### src/rtl/srr_pkg.sv
package srr_pkg;

	// packet kind codes on the input
	localparam logic [1:0] FUNC_DATA = 2'd0;
	localparam logic [1:0] FUNC_TERM = 2'd1;

	localparam int QDEPTH = 2;

	typedef enum logic [1:0] {
		KIND_ACK     = 2'd0,
		KIND_NACK    = 2'd1,
		KIND_DELIVER = 2'd2,
		KIND_ERROR   = 2'd3
	} kind_t;

	typedef enum logic [1:0] {
		OP_DATA = 2'd0,
		OP_TERM = 2'd1,
		OP_BAD  = 2'd2
	} op_t;

	typedef enum logic [1:0] {
		ST_IDLE   = 2'd0,
		ST_DECIDE = 2'd1,
		ST_DRAIN  = 2'd2
	} state_t;

	typedef struct packed {
		logic [1:0]  func;
		logic [31:0] packet_number;
		logic [15:0] payload_bytes;
		logic [15:0] payload_handle;
	} in_item_t;

	typedef struct packed {
		kind_t       result_kind;
		logic [31:0] ack_number;
		logic [15:0] window_report;
		logic [15:0] deliver_handle;
		logic [15:0] deliver_bytes;
		logic [47:0] total_bytes;
		logic        transfer_done;
		logic        last;
	} out_item_t;

	// classified item as it waits between front and back
	typedef struct packed {
		op_t         op;
		logic [31:0] packet_number;
		logic [15:0] payload_bytes;
		logic [15:0] payload_handle;
	} queue_item_t;

endpackage

### src/rtl/srr_front.sv
module srr_front (
	input  logic                 clk,
	input  logic                 arst_n,
	input  logic                 in_valid,
	output logic                 in_ready,
	input  srr_pkg::in_item_t    in_item,
	output logic                 q_valid,
	output srr_pkg::queue_item_t q_item,
	input  logic                 q_pop
);
	import srr_pkg::*;

	localparam int PW = $clog2(QDEPTH);

	queue_item_t         entry_q [QDEPTH];
	queue_item_t         classified;
	logic [PW-1:0]       wr_ptr_q;
	logic [PW-1:0]       rd_ptr_q;
	logic [PW:0]         count_q;
	logic                push;

	// decode packet kind
	always_comb begin
		classified.packet_number  = in_item.packet_number;
		classified.payload_bytes  = in_item.payload_bytes;
		classified.payload_handle = in_item.payload_handle;
		unique case (in_item.func)
			FUNC_DATA: classified.op = OP_DATA;
			FUNC_TERM: classified.op = OP_TERM;
			default:   classified.op = OP_BAD;
		endcase
	end

	assign in_ready = (count_q != (PW+1)'(QDEPTH));
	assign push     = in_valid & in_ready;
	assign q_valid  = (count_q != '0);
	assign q_item   = entry_q[rd_ptr_q];

	always_ff @(posedge clk) begin
		if (push) begin
			entry_q[wr_ptr_q] <= classified;
		end
	end

	always_ff @(posedge clk or negedge arst_n) begin
		if (!arst_n) begin
			wr_ptr_q <= '0;
			rd_ptr_q <= '0;
			count_q  <= '0;
		end else begin
			if (push) begin
				wr_ptr_q <= (wr_ptr_q == PW'(QDEPTH-1)) ? '0 : wr_ptr_q + 1'b1;
			end
			if (q_pop) begin
				rd_ptr_q <= (rd_ptr_q == PW'(QDEPTH-1)) ? '0 : rd_ptr_q + 1'b1;
			end
			if (push && !q_pop) begin
				count_q <= count_q + 1'b1;
			end else if (!push && q_pop) begin
				count_q <= count_q - 1'b1;
			end
		end
	end

endmodule

### src/rtl/srr_back.sv
module srr_back #(
	parameter int WINDOW = 32
) (
	input  logic                 clk,
	input  logic                 arst_n,
	input  logic                 cfg_wr_en,
	input  logic [15:0]          cfg_wr_data,
	input  logic                 q_valid,
	input  srr_pkg::queue_item_t q_item,
	output logic                 q_pop,
	output logic                 out_valid,
	input  logic                 out_ready,
	output srr_pkg::out_item_t   out_item
);
	import srr_pkg::*;

	localparam int IDXW = $clog2(WINDOW);

	state_t            state_q, state_d;
	queue_item_t       cur_q;
	logic [31:0]       next_exp_q;
	logic [IDXW-1:0]   head_q;
	logic [WINDOW-1:0] valid_q;
	logic [47:0]       total_q;
	logic              finished_q;
	logic [15:0]       win_q;

	logic [15:0]       len_mem [WINDOW];
	logic [15:0]       hdl_mem [WINDOW];
	logic [15:0]       rd_len_q;
	logic [15:0]       rd_hdl_q;

	out_item_t         out_q;
	logic              out_valid_q;

	logic              out_free, emit, go, finish, load_cur, wr_en, deliver, set_fin;
	out_item_t         res;
	logic [31:0]       diff;
	logic [IDXW:0]     slot_sum;
	logic [IDXW-1:0]   slot_idx;
	logic [IDXW-1:0]   head_inc;
	logic [IDXW-1:0]   rd_addr;
	logic [48:0]       sum_wide;
	logic [47:0]       total_sat;

	assign out_free = !out_valid_q || out_ready;
	assign go       = !emit || out_free;

	always_comb begin
		diff      = cur_q.packet_number - next_exp_q;
		slot_sum  = {1'b0, head_q} + (IDXW+1)'(diff[IDXW-1:0]);
		slot_idx  = (slot_sum >= (IDXW+1)'(WINDOW)) ?
			IDXW'(slot_sum - (IDXW+1)'(WINDOW)) : slot_sum[IDXW-1:0];
		head_inc  = (head_q == IDXW'(WINDOW-1)) ? '0 : head_q + 1'b1;
		sum_wide  = {1'b0, total_q} + 49'(rd_len_q);
		total_sat = sum_wide[48] ? '1 : sum_wide[47:0];
	end

	always_comb begin
		state_d  = state_q;
		emit     = 1'b0;
		finish   = 1'b0;
		load_cur = 1'b0;
		q_pop    = 1'b0;
		wr_en    = 1'b0;
		deliver  = 1'b0;
		set_fin  = 1'b0;

		res               = '0;
		res.result_kind   = KIND_ACK;
		res.ack_number    = next_exp_q;
		res.window_report = win_q;
		res.total_bytes   = total_q;

		unique case (state_q)
			ST_IDLE: begin
				if (q_valid) begin
					q_pop    = 1'b1;
					load_cur = 1'b1;
					state_d  = ST_DECIDE;
				end
			end
			ST_DECIDE: begin
				if (finished_q || cur_q.op == OP_BAD) begin
					emit            = 1'b1;
					res.result_kind = KIND_ERROR;
					res.last        = 1'b1;
					finish          = go;
				end else if (cur_q.op == OP_TERM) begin
					emit              = 1'b1;
					res.transfer_done = 1'b1;
					res.last          = 1'b1;
					set_fin           = go;
					finish            = go;
				end else if (cur_q.packet_number < next_exp_q) begin
					// duplicate
					emit     = 1'b1;
					res.last = 1'b1;
					finish   = go;
				end else if (diff >= 32'(WINDOW)) begin
					emit            = 1'b1;
					res.result_kind = KIND_ERROR;
					res.last        = 1'b1;
					finish          = go;
				end else begin
					// in window: store unless already held, nack if ahead
					emit            = (diff != '0);
					res.result_kind = KIND_NACK;
					if (go) begin
						wr_en   = !valid_q[slot_idx];
						state_d = ST_DRAIN;
					end
				end
			end
			ST_DRAIN: begin
				emit = 1'b1;
				if (valid_q[head_q]) begin
					res.result_kind    = KIND_DELIVER;
					res.ack_number     = '0;
					res.window_report  = '0;
					res.deliver_handle = rd_hdl_q;
					res.deliver_bytes  = rd_len_q;
					res.total_bytes    = total_sat;
					deliver            = go;
				end else begin
					res.last = 1'b1;
					finish   = go;
				end
			end
			default: state_d = ST_IDLE;
		endcase

		// chain straight into the next queued item
		if (finish) begin
			if (q_valid) begin
				q_pop    = 1'b1;
				load_cur = 1'b1;
				state_d  = ST_DECIDE;
			end else begin
				state_d = ST_IDLE;
			end
		end
	end

	// read address tracks the head after this cycle's update
	assign rd_addr = deliver ? head_inc : head_q;

	always_ff @(posedge clk) begin
		if (wr_en) begin
			len_mem[slot_idx] <= cur_q.payload_bytes;
			hdl_mem[slot_idx] <= cur_q.payload_handle;
		end
		if (wr_en && slot_idx == rd_addr) begin
			rd_len_q <= cur_q.payload_bytes;
			rd_hdl_q <= cur_q.payload_handle;
		end else begin
			rd_len_q <= len_mem[rd_addr];
			rd_hdl_q <= hdl_mem[rd_addr];
		end
	end

	always_ff @(posedge clk) begin
		if (load_cur) begin
			cur_q <= q_item;
		end
		if (emit && go) begin
			out_q <= res;
		end
	end

	always_ff @(posedge clk or negedge arst_n) begin
		if (!arst_n) begin
			state_q     <= ST_IDLE;
			next_exp_q  <= '0;
			head_q      <= '0;
			valid_q     <= '0;
			total_q     <= '0;
			finished_q  <= 1'b0;
			win_q       <= 16'd32;
			out_valid_q <= 1'b0;
		end else begin
			state_q <= state_d;
			if (cfg_wr_en) begin
				win_q <= cfg_wr_data;
			end
			if (set_fin) begin
				finished_q <= 1'b1;
			end
			if (wr_en) begin
				valid_q[slot_idx] <= 1'b1;
			end
			if (deliver) begin
				valid_q[head_q] <= 1'b0;
				head_q          <= head_inc;
				next_exp_q      <= next_exp_q + 1'b1;
				total_q         <= total_sat;
			end
			if (emit && go) begin
				out_valid_q <= 1'b1;
			end else if (out_ready) begin
				out_valid_q <= 1'b0;
			end
		end
	end

	assign out_valid = out_valid_q;
	assign out_item  = out_q;

endmodule

### src/rtl/selective_repeat_reorder_receiver.sv
// Selective-repeat receiver that puts packet descriptors back in order. Each
// input item is one packet: data (id, length, payload handle), terminate, or
// another kind. Data ids inside the window of WINDOW ids from the next expected
// id are held in a ring; a gap gives a NACK, the run of held packets at the head
// then comes out as in-order deliveries with a saturating 48-bit byte count, and
// an ACK closes the item. Duplicates get an ACK; ids past the window, unknown
// kinds and anything after terminate get one error result. The advertised
// window (win_q, reset 32) is copied into every ACK, NACK and error; write it
// only while idle. Timing: a two-entry queue takes new items while the back
// end works. The back end decides on an item in ST_DECIDE (window check, slot
// store, and the NACK or the single result it gives) and then, for data inside
// the window, gives each delivery and the closing ACK in ST_DRAIN. An item that
// yields a single result chains straight into the next item when one already
// waits in the queue; from idle the back end first pops it in ST_IDLE. A result
// that waits on out_ready holds the back end where it is. Slot presence bits
// clear at reset, so the block takes items as soon as reset is released.
module selective_repeat_reorder_receiver #(
	parameter int WINDOW = 32
) (
	input  logic               clk,
	input  logic               arst_n,
	input  logic               in_valid,
	output logic               in_ready,
	input  srr_pkg::in_item_t  in_item,
	output logic               out_valid,
	input  logic               out_ready,
	output srr_pkg::out_item_t out_item,
	input  logic               cfg_wr_en,
	input  logic [15:0]        cfg_wr_data
);
	import srr_pkg::*;

	logic        q_valid;
	logic        q_pop;
	queue_item_t q_item;

	// front: decode packet kind and buffer items
	srr_front u_front (
		.clk      (clk),
		.arst_n   (arst_n),
		.in_valid (in_valid),
		.in_ready (in_ready),
		.in_item  (in_item),
		.q_valid  (q_valid),
		.q_item   (q_item),
		.q_pop    (q_pop)
	);

	// back: window check, slot store, drain sequencer, output register
	srr_back #(
		.WINDOW (WINDOW)
	) u_back (
		.clk         (clk),
		.arst_n      (arst_n),
		.cfg_wr_en   (cfg_wr_en),
		.cfg_wr_data (cfg_wr_data),
		.q_valid     (q_valid),
		.q_item      (q_item),
		.q_pop       (q_pop),
		.out_valid   (out_valid),
		.out_ready   (out_ready),
		.out_item    (out_item)
	);

endmodule

### config.mk
export PLATFORM = sky130hd
export DESIGN_NAME = selective_repeat_reorder_receiver
export DESIGN_NICKNAME = d
export VERILOG_FILES = /design/src/rtl/srr_pkg.sv /design/src/rtl/srr_front.sv /design/src/rtl/srr_back.sv /design/src/rtl/selective_repeat_reorder_receiver.sv
export SDC_FILE = /design/constraint.sdc
export NUM_CORES = 2
export LEC_CHECK = 0
export ABC_CLOCK_PERIOD_IN_PS = 22000
export BUFFER_PORTS_ARGS = -buffer_cell sky130_fd_sc_hd__buf_2
export CORE_MARGIN = 2
export CORE_UTILIZATION = 65
export CTS_CLUSTER_SIZE = 8
export DETAILED_ROUTE_END_ITERATION = 8
export PLACE_DENSITY = 0.81
export SETUP_SLACK_MARGIN = 0.4
export SLEW_MARGIN = 20
export SYNTH_ARGS = -nofsm -noshare
export SYNTH_HDL_FRONTEND = slang
export SYNTH_HIERARCHICAL = 1
export SYNTH_SLANG_ARGS = --single-unit
### constraint.sdc
create_clock -name clk -period 22 [get_ports clk]
set_input_delay 1.1 -clock clk [delete_from_list [all_inputs] [get_ports clk]]
set_output_delay 1.1 -clock clk [all_outputs]
set_load 0.02 [all_outputs]
# --- After elaboration in Yosys (flattened, before gate mapping) ---
# Memory sizes are Yosys's and may differ from the RTL's. A register that Yosys moved wholly into a read port is not among the register bits.
# Cells that the tools add are included.
word_totals:
  ff_bits: 273
  mem_bits_rw: 1156
  input_bits: 87
  output_inout_bits: 134
  word_cells: 154
  mem_count: 3
memory_table:
  columns: ["memory", "depth", "width", "rd", "rd_ports_with_merged_regs", "write_ports", "line", "text"]
  rows:
  - ["u_back.hdl_mem", 32, 16, 1, 1, 1, "srr_back.sv:29", "logic [15:0] hdl_mem [WINDOW];"]
  - ["u_back.len_mem", 32, 16, 1, 1, 1, "srr_back.sv:28", "logic [15:0] len_mem [WINDOW];"]
  - ["u_front.entry_q", 2, 66, 1, 1, 1, "srr_front.sv:15", "queue_item_t entry_q [QDEPTH];"]
classes:
  addsub: 10
  magnitude_cmp: 7
  n_eq_ne: 14
  mux: 74
  bitwise_logic: 5
  reduce_logical: 22
ops:
  columns: ["cell", "count"]
  rows:
  - ["$mux 130", 1]
  - ["$mux 128", 1]
  - ["$mux 32", 2]
  - ["$add 48x16->49", 1]
  - ["$mux 48", 1]
  - ["$mux 1", 43]
  - ["$add 32x1->32 const B", 1]
  - ["$and 32x32->32", 1]
  - ["$ge 32x6->1 const B", 1]
  - ["$lt 32x32->1", 1]
  - ["$not 32->32", 1]
  - ["$or 32x32->32", 1]
  - ["$reduce_bool 32->1", 1]
  - ["$sub 32x32->32", 1]
  - ["$mux 2", 13]
  - ["$mux 5", 3]
  - ["$ne 3x2->1 const B", 5]
  - ["$lt 5x6->1 const B", 2]
  - ["$bmux 1 s5", 2]
  - ["$demux 1 s5", 2]
  - ["$ge 5x1->1 const B", 2]
  - ["$pmux 2 s2", 2]
  - ["$reduce_and 7->1", 1]
  - ["$add 5x5->6", 1]
  - ["23 further kinds", 42]

# --- Depth between registers and ports, before layout ---
depth:
  ltp_word: 18
  mapped_depth: 21
  mapped_depth_nobuf: 19

# --- Modules after synthesis ---
# The synthesis kept the hierarchy.
modules_own_cells:
  columns: ["mod", "n_inst", "cells_per_inst", "area_per_inst_um2"]
  rows:
  - ["srr_back", 1, 3062, 55978.7]
  - ["srr_front", 1, 225, 5079.9]

# --- Least setup slack after synthesis ---
# Ideal clock, no wire load.
synth_path:
  kind: "reg-to-reg"
  startpoint: "register u_back.next_exp_q[0]"
  endpoint: "register u_back.out_q (netlist bit u_back/out_item[0]), enable pin"
  arrival_ns: 8.135
  required_time_ns: 21.375
  path_slack_ns: 13.240
  stages_incl_launch_ff: 15
  n_path_buf: 1
  period_less_slack_ns: 8.760
  cell_sequence: "dfrtp_1 -> ha_1 -> fa_1 -> nand2b_1 -> a21oi_1 -> o21ai_1 -> a211oi_1 -> nor2_1 -> xor2_1 -> o2111ai_1 -> or3_1 -> clkbuf_1 -> o31a_1 -> o21ai_0 -> nor2_1"
synth_between:
  elab_chain_cells: 10
  elab_cells_between_ends: 12
  classes_between: "add/sub: 1; order compare: 2; mux: 5; reduce/logical: 4"
synth_lines:
  columns: ["element", "line", "text"]
  rows:
  - ["from (decl)", "srr_back.sv:21", "logic [31:0] next_exp_q;"]
  - ["from (signal assigned)", "srr_back.sv:195", "next_exp_q <= next_exp_q + 1'b1;"]
  - ["$sub 32x32->32", "srr_back.sv:50", "diff = cur_q.packet_number - next_exp_q;"]
  - ["$ge 32x6->1 or $reduce_bool 32->1 (tied branches)", "srr_back.sv:100, srr_back.sv:107", null]
  - ["$mux 1", "srr_back.sv:100", "end else if (diff >= 32'(WINDOW)) begin"]
  - ["$mux 1 *", "srr_back.sv:95", "end else if (cur_q.packet_number < next_exp_q) begin"]
  - ["$mux 1 *", "srr_back.sv:89", "end else if (cur_q.op == OP_TERM) begin"]
  - ["$mux 1 *", "srr_back.sv:84", "if (finished_q || cur_q.op == OP_BAD) begin"]
  - ["$pmux 1 s2 *", "srr_back.sv:75", "unique case (state_q)"]
  - ["$logic_not 1->1", "srr_back.sv:47", "assign go = !emit || out_free;"]
  - ["$logic_or 1x1->1", "srr_back.sv:47", null]
  - ["$logic_and 1x1->1 *", "srr_back.sv:166", "if (emit && go) begin"]
  - ["to (signal assigned)", "srr_back.sv:167", "out_q <= res;"]
  - ["to (decl)", "srr_back.sv:33", "out_item_t out_q;"]
# Every way passes the cells marked *; elsewhere a longest branch is shown, timed or not.
# A chain may end at the register's enable or synchronous reset.

==> impl_results.md <==
* Final setup fails at 0
* Post-synthesis instance total at 3287
* Power per cell area at 117 mW/mm2
* Htree depth at 4
* Routability Congestion at 0.897
* CP endpoint kind: flop
* Design area at 0.0694 mm2
* RSZ-0062 raised after global routing: no
* Netlist cell types at 81
* CP Max Fanout at 53
* Via Count at 34600
* Final period utilization at 0.356
* Post-synth EDFFs at 1354
* Net switching power of the design at 2330 uW
* Setup_tns at 0 ns
* Syn_area_per_cell at 18.6 um2
* Ys flop type: edfxtp_1
* Vias in the first global route at 35500
* DP HPWL at 85800 um
* Crit path kind: reg2reg
* Starting Density at 0.655
* Final ANT Viol Nets at 0
* Grt ovf at 0
* Internal Pwr Total at 5790 uW
* Status: completed
* Drt first pass iters at 6
* Core ar. at 0.0932 mm2
* Crit path required time at 22.62 ns
* Number of max-cap violations at 0
* Worst-path clk slew at 0.06 ns
* Routed WL at 164000 um
* Shortest period the worst path allows at 7.84 ns
* CP dominant cell by count: buf_4
* Initial antenna violation count at 5
* Max clock buf depth at 3
* Worst-Skew Late Latency at 0.80 ns
* Hold-fix buffers, CTS at 0
* GRT Total Usage at 0.347
* Static leakage at 0.0232 uW
* Final core utilization at 0.745
* Syn nets at 3440
* Hold crit path type: in2async
* Hold Vio Cnt, Final at 0
* DR vias/cell at 7.00
* CP max stage cell: buf_4
* Die Ht at 310 um
* Post-synthesis sequential area ratio at 0.725
* Filler cells at 5094
* Cells along the critical path: buf_4 -> buf_6 -> buf_4 -> mux4_2 -> mux4_2 -> mux2_2 -> ha_1 -> and3_1 -> o21ai_0 -> a31oi_1 -> o211ai_1 -> nor2_1 -> buf_4 -> nor2_1 -> buf_4 -> and4_1 -> nor3_1
* Syn-to-layout area delta at 13.7%
* Slowest stage delay, CP at 0.80 ns
* Max Slew Vio Count at 0
* Most frequent cells in the layout: edfxtp_1 (1354), mux4_2 (336), buf_2 (219)
* Asr flop ratio synth at 0.0940
* Post-CTS setup buffers at 0
* DR WL/cell at 33.2 um
* Clk Tree Root Cell: clkbuf_16
* Sw Ratio at 0.287
* Sink Count at 1500
* Worst Tran Pin Value at 1.17 ns
* Clock skew at 0.0303 ns
* Arr. time, crit path at 8.46 ns
* Share of power burned in registers at 0.504
* FP Rows at 112
* Die X at 310 um
* Maximum VDD drop at 0.117 mV
* Placed Area at 0.0638 mm2
* Seq cells post-synth at 1500
* Nets@finish at 3766
* Max Clock Freq at 128 MHz
* First-pass GRT wire length at 237000 um
* CP Launch Type: flop
* Yosys warning total at 6
* Most common cell after layout, fill and taps aside: edfxtp_1
* Initial drt markers at 5205
* DIE AREA at 0.0964 mm2
* Clk network pwr share at 0.349
* Cts bufs inserted at 205
* # DRC at 0
* Combinational Power Share at 0.147
* Headroom to the max-slew limit at 0.221
* Post-CTS sizing at 0
* Non-Filler Instances at 4942
* PortBufs at 220
* Ports at 221
* Largest net degree at the start of global routing at 86
* Ratio of cells with drive above 1 in the final layout at 0.273
* Placed insts at 4658
* Cell area after synthesis at 0.0611 mm2
* TritonCTS clock tree: yes
-- worst paths after layout --
path / startpoint / end / slack [ns] / depth (start not counted)
worst max-delay path: flop / u_back/out_item[29]$_DFFE_PP_ / 14.16 / 17
worst min-delay path: arst_n / u_back/total_q[5]$_DFFE_PN0P_ / 0.37 / 1
worst max register to register: flop / u_back/out_item[29]$_DFFE_PP_ / 14.16 / 17
worst min register to register: u_back/next_exp_q[12]$_DFFE_PN0P_ / u_back/next_exp_q[12]$_DFFE_PN0P_ / 0.47 / 1
max in group asynchronous: arst_n / u_front/rd_ptr_q$_DFFE_PN0P_ / 20.16 / 2
min in group clk: u_back/next_exp_q[12]$_DFFE_PN0P_ / u_back/next_exp_q[12]$_DFFE_PN0P_ / 0.47 / 1
-- synth_stat cells (63+ instances only) --
master / n / area [um2]
mux4_2: 336 / 7570
clkbuf_1: 104 / 390
mux2_2: 70 / 788
a21oi_1: 117 / 586
edfxtp_1: 1354 / 40700
ha_1: 63 / 788
dfrtp_1: 140 / 3500
inv_1: 68 / 255
o21ai_0: 69 / 345
a31oi_1: 79 / 494
nand2_1: 125 / 469
nor2_1: 149 / 559
-- sequential cells by signal, indices dropped and copies added (netlist names), 5 cells and up, named ones only --
name               flops
u_back/cur_q          66
u_back/hdl_mem       512
u_back/head_q          5
u_back/len_mem       512
u_back/next_exp_q     32
u_back/out_item      132
u_back/total_q        48
u_back/valid_q        32
u_back/win_q          16
u_front/entry_q      132
-- final cells by class --
class / count / area, um2 / area share
diodes: 1 / 2.50 / 0.0000360
clock buffers: 271 / 5440 / 0.0784
clock inverters: 10 / 170 / 0.00245
inverters: 69 / 259 / 0.00373
multi-input cells: 1549 / 16000 / 0.231
flip-flops and latches: 1500 / 44300 / 0.638
well taps: 1254 / 1570 / 0.0226
repair buffers: 288 / 1660 / 0.0239
-- per-stage QoR --
step	total power, uW	hold WS (ns)	setup slack, ns
finish	8120	0.369	14.16
floorplan	4790	0.445	13.24
global route	8370	0.429	13.59
CTS	8130	0.359	13.84
detailed placement	5300	0.462	14.05
global placement	5230	0.459	14.21
-- power groups by stage --
| stage | sequential, uW | combinational (uW) | clock, uW |
|---|---|---|---|
| CTS | 4090 | 1180 | 2860 |
| global placement | 4090 | 1140 | 0 |
| finish | 4100 | 1190 | 2840 |
| global route | 4140 | 1270 | 2960 |
| floorplan | 4130 | 663 | 0 |
| detailed placement | 4130 | 1170 | 0 |
-- worst max-delay path: cells and delay by family (launching register included) --
| kind | cells | cell delay, ns |
|---|---|---|
| compound gates | 3 | 0.63 |
| fa+ha+maj | 1 | 0.39 |
| buf+inv | 5 | 2.88 |
| flops | 1 | 0.71 |
| mux | 3 | 1.46 |
| simple gates | 5 | 1.40 |
-- cells by family (layout without fill, tap and decap cells) --
group,after synthesis,after routing,synth area share
flip-flops,1500,1500,0.725
AND/OR/NAND/NOR,538,538,0.0434
multiplexers,459,459,0.148
AO/OA/AOI/OAI,423,423,0.0443
buffers and inverters,238,638,0.0157
adder cells (fa/ha/maj),67,67,0.0141
XOR/XNOR,62,62,0.00912
other,0,1,0
-- layer usage --
| metal | vias up | track usage | share of wire |
|---|---|---|---|
| li1 | 13900 | - | - |
| met1 | 17800 | 0.448 | 0.34 |
| met2 | 2456 | 0.580 | 0.51 |
| met3 | 479 | 0.0683 | 0.10 |
| met4 | 2 | 0.152 | 0.046 |
| met5 | - | 0 | 0.000079 |
Power figures use the tool's default switching activity.
